## src/design/cdq_pkg.sv

```systemverilog
package cdq_pkg;

	// default ring depth, one slot always stays free
	localparam int unsigned SlotsDefault = 8;

	// operation codes carried by each item
	typedef enum logic [2:0] {
		OP_PUSH_REAR  = 3'd0,
		OP_PUSH_FRONT = 3'd1,
		OP_POP_FRONT  = 3'd2,
		OP_POP_REAR   = 3'd3,
		OP_PEEK_FRONT = 3'd4,
		OP_PEEK_REAR  = 3'd5
	} op_t;

	// result status codes
	typedef enum logic [1:0] {
		ST_DONE  = 2'd0,
		ST_FULL  = 2'd1,
		ST_EMPTY = 2'd2
	} status_t;

	// memory command from the pointer control to the ring
	typedef struct packed {
		logic wr;
		logic rd;
	} mem_cmd_t;

endpackage

```

## src/design/cdq_ring.sv

```systemverilog
module cdq_ring #(
	parameter int unsigned SLOTS = cdq_pkg::SlotsDefault
) (
	input  logic                    clk,
	input  cdq_pkg::mem_cmd_t       cmd,
	input  logic [$clog2(SLOTS)-1:0] addr,
	input  logic [31:0]             wdata,
	output logic [31:0]             rdata_s1
);
	import cdq_pkg::*;

	logic [31:0] ring_mem [SLOTS];

	// single port ring, read data registered
	always_ff @(posedge clk) begin
		if (cmd.wr) begin
			ring_mem[addr] <= wdata;
		end
		if (cmd.rd) begin
			rdata_s1 <= ring_mem[addr];
		end
	end

endmodule

```

## src/design/cdq_ctrl.sv

```systemverilog
module cdq_ctrl #(
	parameter int unsigned SLOTS = cdq_pkg::SlotsDefault
) (
	input  logic                     clk,
	input  logic                     arst_n,
	input  logic                     in_valid,
	output logic                     in_ready,
	input  logic [2:0]               opcode,
	output logic                     out_valid,
	input  logic                     out_ready,
	output cdq_pkg::mem_cmd_t        cmd,
	output logic [$clog2(SLOTS)-1:0] addr,
	output logic                     rd_ok_s1,
	output cdq_pkg::status_t         status_s1,
	output logic                     full_s1,
	output logic                     empty_s1
);
	import cdq_pkg::*;

	localparam int unsigned AW = $clog2(SLOTS);
	localparam logic [AW-1:0] LastSlot = AW'(SLOTS - 1);

	logic [AW-1:0] front_q, rear_q;
	logic [AW-1:0] front_nx, rear_nx;
	logic [AW-1:0] front_inc, front_dec, rear_inc, rear_dec;
	logic          valid_s1;
	logic          accept;
	logic          ring_empty, is_full;
	logic          rd_req, wr_req;
	status_t       st_nx;

	// ring pointer neighbors with wrap at any depth
	assign front_inc = (front_q == LastSlot) ? '0 : front_q + AW'(1);
	assign front_dec = (front_q == '0) ? LastSlot : front_q - AW'(1);
	assign rear_inc  = (rear_q == LastSlot) ? '0 : rear_q + AW'(1);
	assign rear_dec  = (rear_q == '0) ? LastSlot : rear_q - AW'(1);

	assign ring_empty = (front_q == rear_q);
	assign is_full    = (rear_inc == front_q);

	// output stage frees when empty or taken
	assign in_ready  = !valid_s1 || out_ready;
	assign accept    = in_valid && in_ready;
	assign out_valid = valid_s1;

	// operation decode
	always_comb begin
		front_nx = front_q;
		rear_nx  = rear_q;
		addr     = rear_q;
		rd_req   = 1'b0;
		wr_req   = 1'b0;
		st_nx    = ST_DONE;
		unique case (op_t'(opcode))
			OP_PUSH_REAR: begin
				addr = rear_inc;
				if (is_full) begin
					st_nx = ST_FULL;
				end else begin
					wr_req  = 1'b1;
					rear_nx = rear_inc;
				end
			end
			OP_PUSH_FRONT: begin
				addr = front_q;
				if (is_full) begin
					st_nx = ST_FULL;
				end else begin
					wr_req   = 1'b1;
					front_nx = front_dec;
				end
			end
			OP_POP_FRONT: begin
				addr = front_inc;
				if (ring_empty) begin
					st_nx = ST_EMPTY;
				end else begin
					rd_req   = 1'b1;
					front_nx = front_inc;
				end
			end
			OP_POP_REAR: begin
				addr = rear_q;
				if (ring_empty) begin
					st_nx = ST_EMPTY;
				end else begin
					rd_req  = 1'b1;
					rear_nx = rear_dec;
				end
			end
			OP_PEEK_FRONT: begin
				addr = front_inc;
				if (ring_empty) begin
					st_nx = ST_EMPTY;
				end else begin
					rd_req = 1'b1;
				end
			end
			OP_PEEK_REAR: begin
				addr = rear_q;
				if (ring_empty) begin
					st_nx = ST_EMPTY;
				end else begin
					rd_req = 1'b1;
				end
			end
			default: begin
				st_nx = ST_DONE;
			end
		endcase
	end

	assign cmd.wr = accept && wr_req;
	assign cmd.rd = accept && rd_req;

	// pointers and output valid
	always_ff @(posedge clk or negedge arst_n) begin
		if (!arst_n) begin
			front_q  <= '0;
			rear_q   <= '0;
			valid_s1 <= 1'b0;
		end else begin
			if (accept) begin
				front_q <= front_nx;
				rear_q  <= rear_nx;
			end
			if (in_ready) begin
				valid_s1 <= in_valid;
			end
		end
	end

	// result status for the item in the output stage
	always_ff @(posedge clk) begin
		if (accept) begin
			status_s1 <= st_nx;
			rd_ok_s1  <= rd_req;
			empty_s1  <= (front_nx == rear_nx);
			full_s1   <= (((rear_nx == LastSlot) ? '0 : rear_nx + AW'(1)) == front_nx);
		end
	end

endmodule

```

## src/design/circular_deque_top.sv

```systemverilog
// the result is registered and valid in the cycle after an item is accepted
// throughput: one item per cycle while the output is not stalled; each item makes at
// most one access to the ring memory port and moves at most one pointer register
// a stalled output holds its item and the next item is taken as it leaves
// reset: front and rear pointers cleared, deque empty; ring words not cleared
module circular_deque_top #(
	parameter int unsigned SLOTS = cdq_pkg::SlotsDefault
) (
	input  logic        clk,
	input  logic        arst_n,
	input  logic        in_valid,
	output logic        in_ready,
	input  logic [2:0]  opcode,
	input  logic signed [31:0] value_in,
	output logic        out_valid,
	input  logic        out_ready,
	output logic signed [31:0] value_out,
	output logic [1:0]  status,
	output logic        now_full,
	output logic        now_empty
);
	import cdq_pkg::*;

	localparam int unsigned AW = $clog2(SLOTS);

	mem_cmd_t      cmd;
	logic [AW-1:0] addr;
	logic [31:0]   rdata_s1;
	logic          rd_ok_s1;
	status_t       status_s1;

	// pointer control and output stage
	cdq_ctrl #(
		.SLOTS(SLOTS)
	) u_ctrl (
		.clk       (clk),
		.arst_n    (arst_n),
		.in_valid  (in_valid),
		.in_ready  (in_ready),
		.opcode    (opcode),
		.out_valid (out_valid),
		.out_ready (out_ready),
		.cmd       (cmd),
		.addr      (addr),
		.rd_ok_s1  (rd_ok_s1),
		.status_s1 (status_s1),
		.full_s1   (now_full),
		.empty_s1  (now_empty)
	);

	// ring storage
	cdq_ring #(
		.SLOTS(SLOTS)
	) u_ring (
		.clk      (clk),
		.cmd      (cmd),
		.addr     (addr),
		.wdata    (value_in),
		.rdata_s1 (rdata_s1)
	);

	// zero the word unless this item read the ring
	assign value_out = rd_ok_s1 ? $signed(rdata_s1) : 32'sd0;
	assign status    = status_s1;

	// a refused push leaves the deque full
	a_full_refusal: assert property (@(posedge clk) disable iff (!arst_n)
		out_valid && (status_s1 == ST_FULL) |-> now_full)
		else $error("refused push without full deque");

	// a refused read leaves the deque empty
	a_empty_refusal: assert property (@(posedge clk) disable iff (!arst_n)
		out_valid && (status_s1 == ST_EMPTY) |-> now_empty)
		else $error("refused read without empty deque");

	// never full and empty at once
	a_flags_exclusive: assert property (@(posedge clk) disable iff (!arst_n)
		out_valid |-> !(now_full && now_empty))
		else $error("full and empty both set");

	// the ring is read or written only for an accepted item
	a_mem_on_accept: assert property (@(posedge clk) disable iff (!arst_n)
		(cmd.wr || cmd.rd) |-> (in_valid && in_ready && !(cmd.wr && cmd.rd)))
		else $error("ring access without accepted item");

endmodule
```

## config.mk

```make
export PLATFORM = sky130hd
export DESIGN_NAME = circular_deque_top
export DESIGN_NICKNAME = d
export VERILOG_FILES = /design/src/design/cdq_pkg.sv /design/src/design/cdq_ring.sv /design/src/design/cdq_ctrl.sv /design/src/design/circular_deque_top.sv
export SDC_FILE = /design/constraint.sdc
export NUM_CORES = 1
export LEC_CHECK = 0
export ABC_AREA = 1
export BUFFER_PORTS_ARGS = -buffer_cell sky130_fd_sc_hd__buf_2
export CAP_MARGIN = 30
export CORE_MARGIN = 1.5
export CORE_UTILIZATION = 61
export DETAILED_ROUTE_END_ITERATION = 6
export GPL_TIMING_DRIVEN = 0
export PLACE_DENSITY = 0.8
export SETUP_SLACK_MARGIN = 0.3
export SYNTH_ARGS = -nofsm -noshare
export SYNTH_HDL_FRONTEND = slang
export SYNTH_SLANG_ARGS = --single-unit
```

## constraint.sdc

```tcl
create_clock -name clk -period 4.6 [get_ports clk]
set_input_delay 0 -clock clk [delete_from_list [all_inputs] [get_ports clk]]
set_output_delay 0 -clock clk [all_outputs]
set_load 0.1 [all_outputs]
```

==> results.yml, run 1 <==
run_status:
  status: "completed"
cells_and_area:
  finalInstanceArea_um2: 15100
  instances_no_fill: 1469
  drive_above_1_share_pct: 18.8
  post-route-util_pct: 73.9
  area_growth_pct: 17.8
  final_nets: 1231
  diodes: 0
  n_fill_cell: 1256
timing:
  fin_crit_ns: 3.32
  tightest_slew_ns: 0.702
  rsz0062_at_grt: "false"
  clock.fmax_ghz: 0.301
  skew_ns: 0.0142
  maxSlewHeadroom_pct: 53.2
  whs_ns: 0.0793
  setup_viol: 0
  period_share_pct: 72.2
  hold_violations: 0
  maxSlewViolCount: 0
clocking:
  cts_setup_buffers: 0
  clock-sinks: 300
  insertion_delay_ns: 0.54
  hold_buffers: 39
  cts_tree: "built"
  htree_levels: 1
  cts_root_buf: "clkbuf_16"
  cts_buffers: 29
  ctsResizeCount: 0
  clk_pin_slew_ns: 0.07
  clk_path_buf_depth: 3
placement:
  gp_congestion: 0.873
  io_buffers: 76
  dpl.cell_count: 1381
  placed_area_um2: 13800
  place_hpwl_um: 18000
synthesis:
  avgSynthCellArea_um2: 12.5
  ys.flop_type: "edfxtp_1"
  mappedNetlistNets: 1076
  synth_area_um2: 12800
  synth-edff-count: 293
  synth.distinct_cells: 31
  synth-seq-cells: 300
  seq_area_frac_synth_pct: 70.2
  synth_cells: 1026
  ys_warn_count: 0
  async_reset_ff_share_pct: 2.33
critical_path:
  cp_max_fo: 17
  start_kind: "register"
  r2r_slack_ns: 1.28
  path_class: "register to register"
  end_kind: "register"
  timing.rr.start: "u_ctrl.front_q[0]"
  crit_arrival_ns: 3.56
  crit_start: "u_ctrl.front_q[0]"
  worstPathRequired_ns: 4.84
routing:
  drt_pass1_iterations: 5
  drt_iter0_markers: 742
  vias_per_cell: 5.74
  routed_wl_um: 29600
  detail_route.wl_per_cell_um: 20.2
  ant_nets: 0
  via_count: 8427
  drc: 0
floorplanning:
  core-area_um2: 20400
  ios: 77
  die-area_um2: 21800
  die_y_um: 148
  die-width_um: 148
  rows: 52
  start_util_pct: 62.8
min_path:
  min_path_type: "primary input to register"
  hold_start: "opcode[1]"
global_route:
  grt_usage_pct: 27.7
  antenna_found_initial: 0
  grt_pass1_vias: 8310
  grt_pass1_wl_um: 45500
  grt_overflow: 0
  grt_max_degree: 26
power_and_ir_drop:
  ir_worst_vdd_uv: 406
  power_leakage_nw: 5.95
  power.density_nw_per_um2: 569
run:
  maxCapViolCount: 0
final cells by class:
class	count	area [um2]	area share, %
well taps	270	338	2.24
clock buffers	35	748	4.97
plain buffers	44	300	1.99
clock inverters	14	145	0.964
flip-flops and latches	300	8970	59.6
multi-input cells	516	2950	19.6
inverters	166	623	4.14
repair buffers	124	973	6.47
cells by family (layout without fill, tap and decap cells):
kind of cell	count (synthesis)	in the layout	synth area share [%]
xor+xnor	4	4	0.333
compound gates	112	112	6.50
buf+inv	210	383	7.22
flops	300	300	70.2
fa+ha+maj	11	11	1.08
simple gates	389	389	14.7
cell usage in the layout (no fill, tap or decap), types with 2 or more instances in the layout:
cell | netlist | layout
edfxtp_1 | 293 | 293
nand2_1 | 195 | 195
inv_1 | 162 | 162
o211ai_1 | 102 | 102
buf_2 | 11 | 87
nand3_1 | 52 | 52
nand4_1 | 43 | 43
dlygate4sd3_1 | 0 | 39
or2_2 | 35 | 35
clkbuf_16 | 0 | 29
or2_1 | 24 | 24
nor2_1 | 24 | 15
buf_4 | 13 | 13
clkbuf_1 | 7 | 13
nor2_4 | 3 | 12
ha_1 | 11 | 11
buf_6 | 9 | 9
dfrtp_1 | 7 | 7
o21ai_0 | 6 | 6
buf_12 | 0 | 6
clkinv_1 | 0 | 5
inv_2 | 4 | 4
clkbuf_2 | 4 | 4
nand3_2 | 4 | 4
clkinv_2 | 0 | 4
nor2_2 | 3 | 3
bufinv_16 | 0 | 3
buf_16 | 0 | 3
nand2_2 | 2 | 2
nand3_4 | 2 | 2
xor2_1 | 2 | 2
a21oi_1 | 2 | 2
worst paths after layout:
path	to	depth (start not counted)
setup reg to reg	u_ring.ring_mem[7][17]	10
setup / recovery	u_ring.ring_mem[7][17]	10
max in group asynchronous	u_ctrl.front_q[2]	3
min in group asynchronous	u_ctrl.rear_q[2]	3
hold reg to reg	u_ring.rdata_s1[21]	2
hold / removal	u_ctrl.status_s1[1]	5
critical path, cell delays in order, from the launching register on:
cell,delay [ns]
dfrtp_1,0.47
ha_1,0.26
ha_1,0.18
nor2_1,0.22
a21oi_4,0.10
nand3_4,0.16
buf_4,0.22
buf_4,0.23
nand2_1,0.26
nor2_4,0.64
buf_16,0.25
where the power goes:
part           internal, mW  total (mW)  switching (mW)  leakage (nW)
Clock                  1.31        2.28           0.966         0.435
Sequential             3.28        3.36          0.0792          2.74
Combinational         0.829        2.93            2.10          2.77
per-stage QoR:
| step | TNS, ns | power (mW) | worst slack (ns) |
|---|---|---|---|
| finish | 0 | 8.56 | 1.28 |
| floorplan | 0 | 5.45 | 0.641 |
| CTS | 0 | 8.54 | 1.31 |
| global route | 0 | 8.92 | 1.14 |
| detailed placement | 0 | 6.26 | 1.34 |
| global placement | -102.74 | 6.17 | -0.549 |
routing by layer:
layer / up-vias / track usage, % / wire [um]
li1: 3881 / - / -
met1: 4041 / 37.6 / 11700
met2: 445 / 46.7 / 14700
met3: 60 / 3.73 / 2400
met4: 0 / 9.40 / 801
met5: - / 0 / 0
sequential cells by signal, summed over array words and instances (netlist names):
name and cells:
u_ctrl.front_q 3, u_ctrl.empty_s1 1, u_ring.ring_mem 256, u_ctrl.rd_ok_s1 1, u_ctrl.rear_q 3, u_ctrl.out_valid 1
u_ctrl.full_s1 1, u_ctrl.status_s1 2, u_ring.rdata_s1 32
cell usage after synthesis, drive strengths merged (11+ instances only):
library cell | count | area (um2)
or2 | 59 | 369
nand2 | 197 | 744
clkbuf | 11 | 46.3
nand4 | 43 | 269
o211ai | 102 | 766
inv | 166 | 623
edfxtp | 293 | 8800
ha | 11 | 138
buf | 33 | 254
nor2 | 30 | 143
nand3 | 58 | 335
Power figures use the tool's default switching activity.
==> run 2, diff against run 1 <==
==> constraint.sdc (replaced) <==
create_clock -name clk -period 3.4 [get_ports clk]
set_input_delay 0 -clock clk [delete_from_list [all_inputs] [get_ports clk]]
set_output_delay 0 -clock clk [all_outputs]
set_load 0.1 [all_outputs]
==> run 2 against run 1 <==
  * Clock skew decreased by 0.0012 ns
  * Routed wire length down 0.93%
  * Largest power group unchanged
  * Critical endpoint is now u_ring.ring_mem[6][3]
  * Highest routed layer unchanged
  * Non-clock buffer count rose by 10
  * Clock-buffer cell count grew 3
  * Sequential power up 35%
  * Utilization rose by 0.55 points
==> results.yml, run 2 (synthesis results as in run 1) <==
timing:
  skew_ns: 0.0129
  rsz0062_at_grt: "true"
  clock.fmax_ghz: 0.335
  maxSlewViolCount: 0
  hold_violations: 0
  maxSlewHeadroom_pct: 55.1
  fin_crit_ns: 2.98
  tightest_slew_ns: 0.674
  setup_viol: 0
  fin_ws_ns: 0.416
  period_share_pct: 87.8
cells_and_area:
  n_fill_cell: 1240
  area_growth_pct: 18.7
  final_cell_mix: "edfxtp_1 (293), nand2_1 (193), inv_1 (162)"
  layout_commonest_cell: "edfxtp_1"
  top_regs: "u_ring.ring_mem x256, u_ring.rdata_s1 x32"
  post-route-util_pct: 74.5
  drive_above_1_share_pct: 19.5
  diodes: 0
  final_nets: 1241
  largest_reg_flops: 256
  regMostFlops: "u_ring.ring_mem"
global_route:
  use_met2_pct: 46.5
  use_met3_pct: 4.01
  grt_busiest_layer: "met2"
  grt_overflow: 0
  antenna_found_initial: 0
  grt_pass1_wl_um: 44900
  grt_max_degree: 28
  grt_usage_pct: 27.6
  grt_use_met1_pct: 36.8
  grt_pass1_vias: 8170
clocking:
  cts_buffers: 29
  cts_tree: "built"
  clk_pin_slew_ns: 0.06
  insertion_delay_ns: 0.56
  clock-sinks: 300
  cts_root_buf: "clkbuf_16"
  htree_levels: 1
  clk_path_buf_depth: 3
floorplanning:
  rows: 52
  core-area_um2: 20400
  start_util_pct: 62.8
  ios: 77
  die-width_um: 148
  die_y_um: 148
  die-area_um2: 21800
critical_path:
  crit_arrival_ns: 3.23
  end_kind: "register"
  worstReg2RegEnd: "u_ring.ring_mem[6][3]"
  slowest_stage: "dfrtp_1"
  crit_path_cell_trace: "ha_1 -> ha_1 -> inv_1 -> nand2_1 -> nand2_1 -> nand2_1 -> nand3_2 -> nand2_1 -> nor2_1 -> nand2_1 -> nor2_4 -> buf_12"
  cpPeakStageDelay_ns: 0.48
  r2r_slack_ns: 0.42
  start_kind: "register"
  path_class: "register to register"
  ff2ff_path_depth: 12
  worstPathRequired_ns: 3.65
  crit_top_cell: "nand2_1"
  timing.rr.start: "u_ctrl.rear_q[0]"
  cp_max_fo: 24
min_path:
  min_to: "u_ctrl.front_q[1]"
  hold_start: "opcode[0]"
  min_path_type: "primary input to register"
  holdPathStages: 6
routing:
  drt_pass1_iterations: 5
  detail_route.wl_per_cell_um: 19.8
  drt_iter0_markers: 758
  routed_wl_um: 29300
  ant_nets: 0
  drc: 0
  vias_per_cell: 5.62
  via_count: 8330
power_and_ir_drop:
  power_leakage_nw: 6.00
  ir_worst_vdd_uv: 528
  power.density_nw_per_um2: 755
placement:
  io_buffers: 76
  gp_congestion: 0.864
  place_hpwl_um: 18200
  dpl_worst_slack_ns: 0.0439
run:
  maxCapViolCount: 0
run_status:
  status: "completed"
run 2: cell types whose count changed in the layout (fill, tap and decap cells not counted), moves of 2 or more:
cell	previous run	this run
clkbuf_1	13	16
bufinv_16	3	1
nand2_2	2	4
buf_4	13	19
buf_12	6	9
nand2_1	195	193
clkinv_1	5	7
run 2: where the power goes:
group / leakage (nW) / total (mW) / internal (mW) / switching, mW
combinational: 2.85 / 3.95 / 1.14 / 2.82
clock: 0.414 / 2.95 / 1.64 / 1.31
sequential: 2.74 / 4.54 / 4.43 / 0.108
total: 6.00 / 11.4 / 7.21 / 4.23
run 2: metal layers:
layer	wire length, um	up-vias	share of wire [%]
li1	-	3914	-
met4	782	0	2.7
met1	11700	3974	40
met2	14600	385	50
met5	0	-	0
met3	2310	57	7.9
run 2: metrics by stage:
stage | cell area (um2) | hold slack [ns] | cells | power [mW] | TNS (ns)
floorplan | 12800 | -0.296 | 1026 | 7.40 | 0
global placement | 13600 | -0.157 | 1372 | 8.36 | -23.19
detailed placement | 13800 | -0.146 | 1381 | 8.48 | 0
CTS | 15200 | 0.0686 | 1482 | 11.4 | 0
global route | 15200 | 0.140 | 1483 | 11.9 | 0
finish | 15200 | 0.0851 | 1483 | 11.4 | 0
run 2: worst max-delay path by stage:
stage                          start               endpoint  slack, ns
detailed placement  u_ctrl.rear_q[0]  u_ring.ring_mem[5][9]       0.04
finish              u_ctrl.rear_q[0]  u_ring.ring_mem[6][3]       0.42
global route        u_ctrl.rear_q[0]  u_ring.ring_mem[2][7]       0.26
floorplan           u_ctrl.out_valid  u_ring.ring_mem[4][0]       0.46
global placement    u_ctrl.rear_q[0]  u_ring.ring_mem[5][9]      -0.15
CTS                 u_ctrl.rear_q[0]  u_ring.ring_mem[7][0]       0.31
run 2: final cells by class:
class | instances | area [um2] | area share, %
flip-flops and latches | 300 | 8970 | 59.2
multi-input cells | 516 | 2960 | 19.5
repair buffers | 134 | 1110 | 7.29
clock buffers | 38 | 759 | 5.01
inverters | 166 | 623 | 4.11
well taps | 270 | 338 | 2.23
plain buffers | 44 | 300 | 1.98
clock inverters | 15 | 104 | 0.685
run 2: what timing repair did:
action	CTS	global route
setup endpoints to repair	194	112
cloned	0	0
resized for setup	1	1
setup buffers	9	1
hold buffers	39	0
hold endpoints to repair	266	0
pin swaps	7	1
run 2: worst max-delay path: cells and delay by family (launching register included):
family | cells | cell delay (ns)
simple gates | 8 | 1.42
flops | 1 | 0.48
fa+ha+maj | 2 | 0.45
buf+inv | 2 | 0.33
